[config.mk]
export PLATFORM = sky130hd
export DESIGN_NAME = pan_zoom_target_smoother
export DESIGN_NICKNAME = d
export VERILOG_FILES = /design/src/design/pzts_pkg.sv /design/src/design/pzts_blend.sv /design/src/design/pan_zoom_target_smoother.sv
export SDC_FILE = /design/constraint.sdc
export NUM_CORES = 2
export LEC_CHECK = 0
export BUFFER_PORTS_ARGS = -buffer_cell sky130_fd_sc_hd__buf_2
export CORE_MARGIN = 2
export CORE_UTILIZATION = 66
export CTS_CLUSTER_DIAMETER = 200
export DETAILED_ROUTE_END_ITERATION = 10
export HOLD_SLACK_MARGIN = 0.03
export PLACE_DENSITY = 0.84
export SETUP_SLACK_MARGIN = 0.02
export SLEW_MARGIN = 20
export SYNTH_ARGS = -nofsm -noshare
export SYNTH_HDL_FRONTEND = slang
export SYNTH_SLANG_ARGS = --single-unit
[constraint.sdc]
create_clock -name clk -period 14.5 [get_ports clk]
set_input_delay 2.175 -clock clk [delete_from_list [all_inputs] [get_ports clk]]
set_output_delay 2.175 -clock clk [all_outputs]
set_load 0.05 [all_outputs]
[src/design/pzts_pkg.sv]
// Shared types, constants and helper functions for the pan/zoom target smoother.
// Used by pzts_blend and pan_zoom_target_smoother; depends on nothing else.
`default_nettype none

package pzts_pkg;

  // Fixed-point formats
  localparam int POS_FRAC_BITS   = 8;
  localparam int ALPHA_FRAC_BITS = 16;

  // Field widths
  localparam int POS_W       = 24;
  localparam int ZOOM_W      = 16;
  localparam int ZVAL_W      = 17;
  localparam int BOUND_W     = 16;
  localparam int ALPHA_W     = ALPHA_FRAC_BITS + 1;
  localparam int FUNC_W      = 3;
  localparam int CFG_IDX_W   = 3;
  localparam int CFG_DATA_W  = 17;

  // Target sums (target plus offset) before clamping
  localparam int RAW_W = POS_W + 2;
  // Bound scaling is done at this width, then saturated
  localparam int SCL_W = BOUND_W + POS_FRAC_BITS + 1;

  // Stream word widths
  localparam int IN_DATA_BITS   = 2 * POS_W + ZVAL_W;
  localparam int IN_TDATA_W     = ((IN_DATA_BITS + 7) / 8) * 8;
  localparam int IN_TUSER_W     = FUNC_W;
  localparam int OUT_DATA_BITS  = 4 * POS_W + 2 * ZOOM_W;
  localparam int OUT_TDATA_W    = ((OUT_DATA_BITS + 7) / 8) * 8;

  localparam logic [ALPHA_W-1:0] ALPHA_ONE = ALPHA_W'(1) << ALPHA_FRAC_BITS;

  localparam logic signed [SCL_W-1:0] POS_MAX_S = SCL_W'((64'sd1 <<< (POS_W - 1)) - 64'sd1);
  localparam logic signed [SCL_W-1:0] POS_MIN_S = SCL_W'(-(64'sd1 <<< (POS_W - 1)));

  // Event codes carried in tuser
  typedef enum logic [FUNC_W-1:0] {
    FN_SET_CENTRE   = 3'd0,
    FN_NUDGE_CENTRE = 3'd1,
    FN_SET_ZOOM     = 3'd2,
    FN_NUDGE_ZOOM   = 3'd3,
    FN_SNAP_ALL     = 3'd4,
    FN_SNAP_CENTRE  = 3'd5,
    FN_TICK         = 3'd6
  } func_t;

  // Configuration register indexes
  typedef enum logic [CFG_IDX_W-1:0] {
    CI_ZOOM_LO      = 3'd0,
    CI_ZOOM_HI      = 3'd1,
    CI_BOUND_LEFT   = 3'd2,
    CI_BOUND_RIGHT  = 3'd3,
    CI_BOUND_TOP    = 3'd4,
    CI_BOUND_BOTTOM = 3'd5,
    CI_POS_ALPHA    = 3'd6,
    CI_ZOOM_ALPHA   = 3'd7
  } cfg_idx_t;

  typedef struct packed {
    logic        [ZOOM_W-1:0]  zoom_lo;
    logic        [ZOOM_W-1:0]  zoom_hi;
    logic signed [BOUND_W-1:0] bound_left;
    logic signed [BOUND_W-1:0] bound_right;
    logic signed [BOUND_W-1:0] bound_top;
    logic signed [BOUND_W-1:0] bound_bottom;
    logic        [ALPHA_W-1:0] pos_alpha;
    logic        [ALPHA_W-1:0] zoom_alpha;
  } cfg_regs_t;

  localparam cfg_regs_t CFG_RESET = '{
    zoom_lo:      ZOOM_W'(256),
    zoom_hi:      ZOOM_W'(8192),
    bound_left:   BOUND_W'(0),
    bound_right:  BOUND_W'(1919),
    bound_top:    BOUND_W'(0),
    bound_bottom: BOUND_W'(1079),
    pos_alpha:    ALPHA_ONE,
    zoom_alpha:   ALPHA_ONE
  };

  localparam logic [ZOOM_W-1:0] ZOOM_RESET = ZOOM_W'(256);

  // Whole-pixel bound to fixed point, saturated to the position range
  function automatic logic signed [POS_W-1:0] scale_bound(input logic signed [BOUND_W-1:0] b);
    logic signed [SCL_W-1:0] s;
    logic signed [SCL_W-1:0] r;
    s = SCL_W'(b) <<< POS_FRAC_BITS;
    if (s < POS_MIN_S) begin
      r = POS_MIN_S;
    end else if (s > POS_MAX_S) begin
      r = POS_MAX_S;
    end else begin
      r = s;
    end
    return r[POS_W-1:0];
  endfunction

  // Low limit wins when the value is below it, otherwise the high limit caps it
  function automatic logic signed [POS_W-1:0] clamp_sat(input logic signed [RAW_W-1:0] v,
                                                        input logic signed [POS_W-1:0] lo,
                                                        input logic signed [POS_W-1:0] hi);
    logic signed [RAW_W-1:0] lo_x;
    logic signed [RAW_W-1:0] hi_x;
    logic signed [RAW_W-1:0] r;
    lo_x = RAW_W'(lo);
    hi_x = RAW_W'(hi);
    if (v < lo_x) begin
      r = lo_x;
    end else if (v > hi_x) begin
      r = hi_x;
    end else begin
      r = v;
    end
    return r[POS_W-1:0];
  endfunction

endpackage

`default_nettype wire

[src/design/pzts_blend.sv]
// One smoothing lane: moves a current value toward its target by alpha.
// Depends on pzts_pkg for widths and the alpha format.
`default_nettype none

module pzts_blend
  import pzts_pkg::*;
(
  input  wire logic signed [POS_W-1:0]   cur,
  input  wire logic signed [POS_W-1:0]   tgt,
  input  wire logic        [ALPHA_W-1:0] alpha,
  output logic signed [POS_W-1:0]        nxt
);

  localparam int DIFF_W = POS_W + 1;
  localparam int PROD_W = DIFF_W + ALPHA_W;
  localparam int SUM_W  = POS_W + 2;

  logic signed [DIFF_W-1:0] diff;
  logic        [DIFF_W-1:0] mag;
  logic        [ALPHA_W-1:0] alpha_eff;
  logic        [PROD_W-1:0]  prod;
  logic        [PROD_W-1:0]  rnd;
  logic        [DIFF_W-1:0]  step;
  logic signed [SUM_W-1:0]   sum;

  // Magnitude of the error, scaled by alpha with round half away from zero
  always_comb begin
    diff      = DIFF_W'(tgt) - DIFF_W'(cur);
    mag       = diff[DIFF_W-1] ? DIFF_W'(-diff) : DIFF_W'(diff);
    alpha_eff = (alpha > ALPHA_ONE) ? ALPHA_ONE : alpha;
    prod      = PROD_W'(mag) * PROD_W'(alpha_eff);
    rnd       = prod + (PROD_W'(1) << (ALPHA_FRAC_BITS - 1));
    step      = rnd[ALPHA_FRAC_BITS +: DIFF_W];
    if (diff[DIFF_W-1]) begin
      sum = SUM_W'(cur) - $signed(SUM_W'(step));
    end else begin
      sum = SUM_W'(cur) + $signed(SUM_W'(step));
    end
    // The step never overshoots the target, so the result stays in range
    nxt = sum[POS_W-1:0];
  end

endmodule

`default_nettype wire

[src/design/pan_zoom_target_smoother.sv]
// Pan/zoom target smoother: an accepted input word goes to the input register, then
// to the state registers that also serve as the result word. Throughput one word per
// clock while no config write is pending and the result is not stalled; the path
// between registers is one clamp or one 25x17 multiply-add per lane. Config writes
// take effect, with target clamping, at the accepting edge. rst_n (synchronous, active
// low) restores config defaults, zero centre, zoom 1.0, and empties the pipeline.
`default_nettype none

module pan_zoom_target_smoother
  import pzts_pkg::*;
(
  input  wire logic                    clk,
  input  wire logic                    rst_n,
  // Input stream
  input  wire logic                    in_tvalid,
  output logic                         in_tready,
  input  wire logic [IN_TDATA_W-1:0]   in_tdata,   // value_x, value_y, zoom_value
  input  wire logic [IN_TUSER_W-1:0]   in_tuser,   // func
  // Result stream
  output logic                         out_tvalid,
  input  wire logic                    out_tready,
  output logic [OUT_TDATA_W-1:0]       out_tdata,  // centre_x, centre_y, zoom,
                                                   // goal_x, goal_y, goal_zoom
  // Config write channel
  input  wire logic                    cfg_valid,
  output logic                         cfg_ready,
  input  wire logic [CFG_IDX_W-1:0]    cfg_index,
  input  wire logic [CFG_DATA_W-1:0]   cfg_data
);

  // Handshake and pipeline control
  logic in_fire, cfg_fire, out_free, s2_fire;
  logic s1_v_r, s1_v_nxt;
  logic out_v_r, out_v_nxt;

  // Input register
  logic [FUNC_W-1:0]        s1_func_r;
  logic signed [POS_W-1:0]  s1_vx_r, s1_vy_r;
  logic signed [ZVAL_W-1:0] s1_vz_r;
  func_t                    fn;

  // Config and smoothing state
  cfg_regs_t cfg_r, cfg_nxt;
  logic signed [POS_W-1:0] cur_x_r, cur_y_r, tgt_x_r, tgt_y_r;
  logic signed [POS_W-1:0] cur_x_nxt, cur_y_nxt, tgt_x_nxt, tgt_y_nxt;
  logic [ZOOM_W-1:0]       cur_z_r, tgt_z_r, cur_z_nxt, tgt_z_nxt;

  // Clamp datapath
  logic signed [RAW_W-1:0] raw_x, raw_y, raw_z;
  logic signed [POS_W-1:0] cl_x, cl_y, cl_z;
  logic                    do_clamp;

  // Blend lanes
  logic signed [POS_W-1:0] bl_x, bl_y, bl_z;

  assign cfg_ready = 1'b1;
  assign cfg_fire  = cfg_valid & cfg_ready;
  assign out_free  = ~out_v_r | out_tready;
  assign s2_fire   = s1_v_r & out_free;
  assign in_tready = (~s1_v_r | out_free) & ~cfg_valid;
  assign in_fire   = in_tvalid & in_tready;
  assign fn        = func_t'(s1_func_r);

  // Pipeline valid bits
  always_comb begin
    s1_v_nxt = s1_v_r;
    if (in_fire) begin
      s1_v_nxt = 1'b1;
    end else if (s2_fire) begin
      s1_v_nxt = 1'b0;
    end
    out_v_nxt = out_v_r;
    if (s2_fire) begin
      out_v_nxt = 1'b1;
    end else if (out_tready) begin
      out_v_nxt = 1'b0;
    end
  end

  // Config register writes
  always_comb begin
    cfg_nxt = cfg_r;
    if (cfg_fire) begin
      unique case (cfg_idx_t'(cfg_index))
        CI_ZOOM_LO:      cfg_nxt.zoom_lo      = cfg_data[ZOOM_W-1:0];
        CI_ZOOM_HI:      cfg_nxt.zoom_hi      = cfg_data[ZOOM_W-1:0];
        CI_BOUND_LEFT:   cfg_nxt.bound_left   = cfg_data[BOUND_W-1:0];
        CI_BOUND_RIGHT:  cfg_nxt.bound_right  = cfg_data[BOUND_W-1:0];
        CI_BOUND_TOP:    cfg_nxt.bound_top    = cfg_data[BOUND_W-1:0];
        CI_BOUND_BOTTOM: cfg_nxt.bound_bottom = cfg_data[BOUND_W-1:0];
        CI_POS_ALPHA:    cfg_nxt.pos_alpha    = cfg_data[ALPHA_W-1:0];
        CI_ZOOM_ALPHA:   cfg_nxt.zoom_alpha   = cfg_data[ALPHA_W-1:0];
      endcase
    end
  end

  // Raw targets: set or nudge, then clamp all three against the new limits
  always_comb begin
    raw_x    = RAW_W'(tgt_x_r);
    raw_y    = RAW_W'(tgt_y_r);
    raw_z    = RAW_W'(tgt_z_r);
    do_clamp = cfg_fire;
    if (s2_fire) begin
      unique case (fn)
        FN_SET_CENTRE: begin
          raw_x    = RAW_W'(s1_vx_r);
          raw_y    = RAW_W'(s1_vy_r);
          do_clamp = 1'b1;
        end
        FN_NUDGE_CENTRE: begin
          raw_x    = RAW_W'(tgt_x_r) + RAW_W'(s1_vx_r);
          raw_y    = RAW_W'(tgt_y_r) + RAW_W'(s1_vy_r);
          do_clamp = 1'b1;
        end
        FN_SET_ZOOM: begin
          raw_z    = RAW_W'(s1_vz_r);
          do_clamp = 1'b1;
        end
        FN_NUDGE_ZOOM: begin
          raw_z    = RAW_W'(tgt_z_r) + RAW_W'(s1_vz_r);
          do_clamp = 1'b1;
        end
        default: ;
      endcase
    end
    cl_x = clamp_sat(raw_x, scale_bound(cfg_nxt.bound_left), scale_bound(cfg_nxt.bound_right));
    cl_y = clamp_sat(raw_y, scale_bound(cfg_nxt.bound_top), scale_bound(cfg_nxt.bound_bottom));
    cl_z = clamp_sat(raw_z, POS_W'(cfg_nxt.zoom_lo), POS_W'(cfg_nxt.zoom_hi));
    tgt_x_nxt = do_clamp ? cl_x : tgt_x_r;
    tgt_y_nxt = do_clamp ? cl_y : tgt_y_r;
    tgt_z_nxt = do_clamp ? cl_z[ZOOM_W-1:0] : tgt_z_r;
  end

  // Smoothing lanes
  pzts_blend u_blend_x (
    .cur   (cur_x_r),
    .tgt   (tgt_x_r),
    .alpha (cfg_r.pos_alpha),
    .nxt   (bl_x)
  );

  pzts_blend u_blend_y (
    .cur   (cur_y_r),
    .tgt   (tgt_y_r),
    .alpha (cfg_r.pos_alpha),
    .nxt   (bl_y)
  );

  pzts_blend u_blend_z (
    .cur   (POS_W'(cur_z_r)),
    .tgt   (POS_W'(tgt_z_r)),
    .alpha (cfg_r.zoom_alpha),
    .nxt   (bl_z)
  );

  // Current values: snap or tick
  always_comb begin
    cur_x_nxt = cur_x_r;
    cur_y_nxt = cur_y_r;
    cur_z_nxt = cur_z_r;
    if (s2_fire) begin
      unique case (fn)
        FN_SNAP_ALL: begin
          cur_x_nxt = tgt_x_r;
          cur_y_nxt = tgt_y_r;
          cur_z_nxt = tgt_z_r;
        end
        FN_SNAP_CENTRE: begin
          cur_x_nxt = tgt_x_r;
          cur_y_nxt = tgt_y_r;
        end
        FN_TICK: begin
          cur_x_nxt = bl_x;
          cur_y_nxt = bl_y;
          cur_z_nxt = bl_z[ZOOM_W-1:0];
        end
        default: ;
      endcase
    end
  end

  // Control and state registers
  always_ff @(posedge clk) begin
    if (!rst_n) begin
      s1_v_r  <= 1'b0;
      out_v_r <= 1'b0;
      cfg_r   <= CFG_RESET;
      cur_x_r <= '0;
      cur_y_r <= '0;
      cur_z_r <= ZOOM_RESET;
      tgt_x_r <= '0;
      tgt_y_r <= '0;
      tgt_z_r <= ZOOM_RESET;
    end else begin
      s1_v_r  <= s1_v_nxt;
      out_v_r <= out_v_nxt;
      cfg_r   <= cfg_nxt;
      cur_x_r <= cur_x_nxt;
      cur_y_r <= cur_y_nxt;
      cur_z_r <= cur_z_nxt;
      tgt_x_r <= tgt_x_nxt;
      tgt_y_r <= tgt_y_nxt;
      tgt_z_r <= tgt_z_nxt;
    end
  end

  // Input word register (payload, no reset)
  always_ff @(posedge clk) begin
    if (in_fire) begin
      s1_vx_r   <= in_tdata[0 +: POS_W];
      s1_vy_r   <= in_tdata[POS_W +: POS_W];
      s1_vz_r   <= in_tdata[2*POS_W +: ZVAL_W];
      s1_func_r <= in_tuser;
    end
  end

  // Result word: current values hold while the result is stalled; a config write can still re-clamp the targets
  assign out_tvalid = out_v_r;
  assign out_tdata  = OUT_TDATA_W'({tgt_z_r, tgt_y_r, tgt_x_r, cur_z_r, cur_y_r, cur_x_r});

  // Checks
  a_cfg_blocks_in: assert property (@(posedge clk) disable iff (!rst_n)
    cfg_valid |-> !in_tready)
    else $error("input accepted during a config write");

  a_snap_all: assert property (@(posedge clk) disable iff (!rst_n)
    (s2_fire && !cfg_fire && fn == FN_SNAP_ALL) |=>
      (cur_x_r == tgt_x_r && cur_y_r == tgt_y_r && cur_z_r == tgt_z_r))
    else $error("snap all left a current value off target");

  a_tick_full_alpha: assert property (@(posedge clk) disable iff (!rst_n)
    (s2_fire && !cfg_fire && fn == FN_TICK &&
     cfg_r.pos_alpha >= ALPHA_ONE && cfg_r.zoom_alpha >= ALPHA_ONE) |=>
      (cur_x_r == tgt_x_r && cur_y_r == tgt_y_r && cur_z_r == tgt_z_r))
    else $error("tick at full alpha did not reach the target");

  a_targets_hold: assert property (@(posedge clk) disable iff (!rst_n)
    (rst_n && !s2_fire && !cfg_fire) |=>
      ($stable(tgt_x_r) && $stable(tgt_y_r) && $stable(tgt_z_r)))
    else $error("target changed without an event or config write");

  a_zoom_in_range: assert property (@(posedge clk) disable iff (!rst_n)
    (s2_fire && !cfg_fire && (fn == FN_SET_ZOOM || fn == FN_NUDGE_ZOOM) &&
     cfg_r.zoom_lo <= cfg_r.zoom_hi) |=>
      (tgt_z_r >= cfg_r.zoom_lo && tgt_z_r <= cfg_r.zoom_hi))
    else $error("zoom target outside its limits");

endmodule

`default_nettype wire
# [Yosys cells after proc, flatten, opt, wreduce, memory -nomap -nowiden]
# Cells that the tools add are included.
[totals] wordCells=136 register_bits=328 out_inout_bits=131
[classes] eq_ne=13 n_bitwise=8 addsub=18 mux=46 mul=3 reduce_logical=12 magnitude_cmp=16
[op_table] op="2-to-1 mux 24 bit" n=14
[op_table] op="case mux 26 bit (2 select lines)" n=3
[op_table] op="2-to-1 mux 16 bit" n=9
[op_table] op="2-to-1 mux 130 bit" n=1
[op_table] op="> comparator 24 bit (second input constant)" n=4
[op_table] op="< comparator 24 bit (second input constant)" n=4
[op_table] op="case mux 24 bit (2 select lines)" n=2
[op_table] op="adder 40 x 16 -> 40 bit (second input constant)" n=2
[op_table] op="multiplier 25 x 17 -> 40 bit" n=2
[op_table] op="2-to-1 mux 26 bit" n=3
[op_table] op="2-to-1 mux 25 bit" n=3
[op_table] op="negator 25 bit" n=3
[op_table] op="2-to-1 mux 17 bit" n=4
[op_table] op="> comparator 26 x 24 -> 1 bit" n=2
[op_table] op="< comparator 26 x 24 -> 1 bit" n=2
[op_table] op="adder 24 x 24 -> 25 bit" n=2
[op_table] op="subtractor 24 x 24 -> 25 bit" n=2
[op_table] op="adder 24 bit" n=2
[op_table] op="subtractor 24 bit" n=2
[op_table] op="> comparator 17 bit (second input constant)" n=2
[op_table] op="adder 32 x 16 -> 32 bit (second input constant)" n=1
[op_table] op="multiplier 25 x 17 -> 32 bit" n=1
[op_table] op="case mux 16 bit (2 select lines)" n=1
[op_table] op="> comparator 26 x 17 -> 1 bit" n=1
[op_table] op="17 further kinds" n=44

# [Longest topological paths before layout]
[depth] ltp_word=9 ltp_mapped=58 mapped_depth_nobuf=56

# [Cells and area by module]
# A second synthesis with hierarchy kept.
[unflattened] hier_cells=8446 hier_area_um2=69703.1
[by_module_without_submodules] mod="pan_zoom_target_smoother" n_inst=1 seq_area_each_um2=7247.0 cells_per_inst=2210 area_per_inst_um2=19528.7
[by_module_without_submodules] mod="pzts_blend at u_blend_z" n_inst=1 seq_area_each_um2=0.0 cells_per_inst=2079 area_per_inst_um2=16772.3
[by_module_without_submodules] mod="pzts_blend at u_blend_x" n_inst=1 seq_area_each_um2=0.0 cells_per_inst=2081 area_per_inst_um2=16753.6
[by_module_without_submodules] mod="pzts_blend at u_blend_y" n_inst=1 seq_area_each_um2=0.0 cells_per_inst=2076 area_per_inst_um2=16648.5

# [Worst setup path after synthesis]
# Ideal clock, no wire load.
[synth_timing] path_kind="reg-to-reg" start="register cur_x_r[2]" end="register cur_x_r[22]" stages_incl_launch_ff=54 arrival_ns=12.260 setup_ns=0.114 setup_slack_ns=2.125 synth_period_minus_slack_ns=12.375 t_required_ns=14.386 cell_sequence="dfxtp_1 > inv_1 > ha_1 > nor2b_1 > o31a_1 > o21a_1 > o2111ai_1 > nand2_1 > a41o_1 > o31ai_1 > a31oi_1 > clkbuf_1 > nor2_1 > xor2_1 > nand2_1 > fa_1 > fa_1 > inv_1 > (+18 left out) > a21oi_1 > o21ai_0 > a21oi_1 > xor2_1 > ha_1 > inv_1 > o21bai_1 > a21oi_1 > o21bai_1 > a211o_1 > a2111oi_0 > o311ai_0 > a2111oi_0 > nor2_1 > a41o_1 > nor2_1 > xor2_1 > a2111oi_0"
[synth_between] elab_chain_len=8 elab_cells_between_ends=9 classes_between="5 x add/sub; 1 x mul; 3 x mux"
[synth_lines] element="start: declaration" line_no="pan_zoom_target_smoother.sv:44" source="logic signed [POS_W-1:0] cur_x_r, cur_y_r, tgt_x_r, tgt_y_r;"
[synth_lines] element="start signal: assignment" line_no="pan_zoom_target_smoother.sv:198" source="cur_x_r <= cur_x_nxt;"
[synth_lines] element="subtractor 24 x 24 -> 25 bit" line_no="pzts_blend.sv:28" source="diff = DIFF_W'(tgt) - DIFF_W'(cur);"
[synth_lines] element="negator 25 bit" line_no="pzts_blend.sv:29" source="mag = diff[DIFF_W-1] ? DIFF_W'(-diff) : DIFF_W'(diff);"
[synth_lines] element="2-to-1 mux 25 bit" line_no="pzts_blend.sv:29"
[synth_lines] element="multiplier 25 x 17 -> 40 bit" line_no="pzts_blend.sv:31" source="prod = PROD_W'(mag) * PROD_W'(alpha_eff);"
[synth_lines] element="adder 40 x 16 -> 40 bit" line_no="pzts_blend.sv:32" source="rnd = prod + (PROD_W'(1) << (ALPHA_FRAC_BITS - 1));"
[synth_lines] element="adder 24 bit or subtractor 24 bit (tied branches)" line_no="pzts_blend.sv:37, pzts_blend.sv:35"
[synth_lines] element="2-to-1 mux 24 bit (*)" line_no="pzts_blend.sv:34" source="if (diff[DIFF_W-1]) begin"
[synth_lines] element="case mux 24 bit (2 select lines) (*)" line_no="pan_zoom_target_smoother.sv:162" source="unique case (fn)"
# Every way passes the cells marked *; elsewhere a longest branch is shown, timed or not.
# A chain may end at the register's enable or synchronous reset.

# [Worst setup path in the final report]
[layout_timing] start="register tgt_x_r[0]" end="register cur_x_r[23]"
[layout_between] elab_chain_len=8 elab_cells_between_ends=9 classes_between="5 x add/sub; 1 x mul; 3 x mux"
[layout_lines] element="start: declaration" line_no="pan_zoom_target_smoother.sv:44"
[layout_lines] element="start signal: assignment" line_no="pan_zoom_target_smoother.sv:201" source="tgt_x_r <= tgt_x_nxt;"
[layout_lines] element="subtractor 24 x 24 -> 25 bit (*)" line_no="pzts_blend.sv:28"
[layout_lines] element="negator 25 bit" line_no="pzts_blend.sv:29"
[layout_lines] element="2-to-1 mux 25 bit" line_no="pzts_blend.sv:29"
[layout_lines] element="multiplier 25 x 17 -> 40 bit" line_no="pzts_blend.sv:31"
[layout_lines] element="adder 40 x 16 -> 40 bit" line_no="pzts_blend.sv:32"
[layout_lines] element="adder 24 bit or subtractor 24 bit (tied branches)" line_no="pzts_blend.sv:37, pzts_blend.sv:35"
[layout_lines] element="2-to-1 mux 24 bit (*)" line_no="pzts_blend.sv:34"
[layout_lines] element="case mux 24 bit (2 select lines) (*)" line_no="pan_zoom_target_smoother.sv:162"
# Marks and branches as above.

==> impl_results.md <==
- Most frequent cells in the layout: inv_1 (1299), fa_1 (996), nand2_1 (975)
- Row count: 114
- CTS H-tree depth: 2
- Post-Syn Area: 64700 sq um
- CP bufs+invs: 7
- Prevailing post-synth register cell: dfxtp_1
- Fraction of registers with async set/reset: 0%
- Reg-to-Reg Start: tgt_x_r[0]
- Top Layer Used: met5
- Post-synth top area share: 30.8%
- Final Hold Fails: 0
- RSZ-0062 raised after global routing: true
- Layout Nets: 9723
- Clock Tree Buf Depth: 3
- Min-Delay Path Class: flip-flop to flip-flop
- Cells after synthesis: 7784
- Hold Path Depth: 2
- Distinct cells, synth: 92
- Die Y: 317 um
- Period utilisation layout: 96.7%
- Final Non-Filler Cells: 9305
- Critical path peak fanout: 8
- Simple-gate share of the synthesized area: 16.7%
- Layout cells sized above 1: 7.51%
- Synth top area cells: fa_1 (31%), ha_1 (12%), dfxtp_1 (8.0%), inv_1 (7.5%), nand2_1 (5.7%)
- 1st-iter DRT viols: 5938
- Die width: 317 um
- Min-delay src: cfg_r[7]
- Post-Synth XOR/XNOR Area: 5.10%
- Area Overhead vs Synth: 7.33%
- Clock skew: 32.6 ps
- Post-Synth Adder-Cell Area: 42.9%
- RR Endpoint: cur_x_r[23]
- Initial antenna violation count: 5
- Worst hold endpoint: cfg_r[7]
- Max-slew violation count: 0
- Yosys Warn Count: 0
- Largest family of logic cells by synthesized area: adder cells
- Final Setup Violations: 0
- Worst-skew pair later-pin latency: 570 ps
- Status: complete, no violations
- Initial core utilization: 66.8%
- First-pass GRT wire length: 312 mm
- Crit path max-delay family: adder cells
- Placement-stage worst setup slack: 666 ps
- Vias: 57.7k
- Root Buffer: clkbuf_16
- GPL Wtd Cong: 1.00
- Crit path DAT: 14500 ps
- Crit. End Element: flip-flop
- Total die area: 101000 sq um
- Slew @ Worst Pin: 1180 ps
- Commonest non-fill, non-tap cell in the layout: inv_1
- Worst reg-to-reg setup slack: 480 ps
- Reg2reg path depth: 47
- Number of synthesized flops with an enable pin: 68
- Total CTS buffers: 35
- 1st-pass router iterations: 7
- Sinks on Clock Net: 328
- Hold-fix buffers at CTS: 0
- Startpoint types: flip-flop
- Delay of the slowest critical-path stage: 780 ps
- Mux cell area share after synthesis: 1.99%
- Max Freq: 0.0713 GHz
- Dominant cell type by area after synthesis: fa_1
- Post-DP HPWL: 156 mm
- Post-route minimum period: 14020 ps
- Compound-Gate Fraction of Synth Area: 12.6%
- Worst EP required: 14980 ps
- Routed WL per cell: 21.3 um
- Vias in the first global route: 58.7k
- CTS tree: done
- Vias per inst: 6.20
- Dpl cells: 9238
- Average size of a mapped cell: 8.31 sq um
- Max Cap Violations: 0
- Largest net degree at the start of global routing: 82
- DRT antenna net count: 0
- WS Path Type: flip-flop to flip-flop
- Port buffer count: 222
- Overall routing resource usage: 39.9%
- Count of state elements after synthesis: 328
- Filler Cell Count: 7372
- Seq/Total Area, Yosys: 11.2%
- Met3 Routed Length: 28.0 mm
- Boundary Pins: 231
- Setup ws final: 481 ps
- WL met2: 86.4 mm
- Relative slew margins: 20.9%
- Clock slew at reported path FFs: 70 ps
- WL met1: 73.8 mm
- Crit path top cell by count: fa_1
- CP max stage cell: or4b_2
- GR Overflow Total: 0
- Core ar.: 96900 sq um
- DRC errors left: 0
- Detailed-route wire length: 198 mm
state kept, by name (all words and copies together), names as in the netlist:
register    flops
s1_vx_r        24
s1_vz_r        17
out_tvalid      1
tgt_z_r        16
tgt_y_r        24
cur_y_r        24
cur_z_r        16
s1_vy_r        24
cfg_r         130
cur_x_r        24
s1_v_r          1
tgt_x_r        24
fn              3
routing by layer:
| metal | track usage (%) | vias up |
|---|---|---|
| met4 | 17.5 | 6 |
| met5 | 0 | - |
| met1 | 52.5 | 27900 |
| li1 | - | 25400 |
| met3 | 12.2 | 724 |
| met2 | 61.1 | 3639 |
final cells by class:
type	instances	area, sq um	share of cell area (%)
multi-input cells	5915	51900	74.8
flip-flops and latches	328	7250	10.4
inverters	1302	4890	7.05
repair buffers	418	2580	3.72
well taps	1276	1600	2.30
clock buffers	50	1040	1.50
clock inverters	13	119	0.171
diodes	3	7.51	0.0108
how the worst max path moves through the flow:
stage	end	cells after the start	slack, ps	start
finish	cur_x_r[23]	47	480	tgt_x_r[0]
global route	cur_x_r[22]	53	-100	tgt_x_r[0]
CTS	cur_x_r[22]	52	590	tgt_x_r[0]
detailed placement	cur_x_r[22]	52	670	tgt_x_r[0]
global placement	cur_x_r[22]	52	870	tgt_x_r[0]
floorplan	cur_x_r[22]	53	2130	cur_x_r[2]
worst register-to-register path, delay by kind of cell, from the launching register on:
| family | cells | cell delay (ps) |
|---|---|---|
| buf+inv | 7 | 850 |
| compound gates | 13 | 2670 |
| flops | 1 | 520 |
| simple gates | 14 | 3880 |
| xor+xnor | 3 | 1500 |
| fa+ha+maj | 10 | 4520 |
cells by family after synthesis:
family / Yosys count
AO/OA/AOI/OAI: 1243
XOR/XNOR: 376
adder cells (fa/ha/maj): 1623
buffers and inverters: 1624
flip-flops: 328
multiplexers: 128
other: 2
AND/OR/NAND/NOR: 2460
metrics by stage:
step | TNS, ps | instance area, sq um | hold slack (ps) | utilization (%)
4_1_cts | 0 | 69300 | 476 | 71.5
6_report | 0 | 69400 | 474 | 71.7
2_1_floorplan | 0 | 65000 | 444 | -
5_1_grt | -137 | 69400 | 510 | 71.7
3_3_place_gp | 0 | 68100 | 460 | 70.3
3_5_place_dp | 0 | 68100 | 468 | 70.3
cell usage after synthesis (42+ instances only):
cell type	number
a211oi_1	74
xor2_1	135
a21oi_1	365
nor2b_1	87
o21ai_0	211
o21a_1	62
nand2b_1	47
nand3_1	100
inv_1	1299
nand2_1	975
a31oi_1	42
a21o_1	97
and3_1	43
o211ai_1	49
and2_1	98
dfxtp_1	260
ha_1	627
fa_1	996
mux2i_1	121
edfxtp_1	68
nor3_1	72
nor2_1	833
clkbuf_1	297
xnor2_1	240
what timing repair did:
item,4_1_cts,5_1_grt
resized for setup,0,21
setup buffers,0,1
endpoints found under the setup margin,0,5
Power is not shown: default switching activity piles up to over one toggle a cycle in this logic, so the estimate is an artifact.
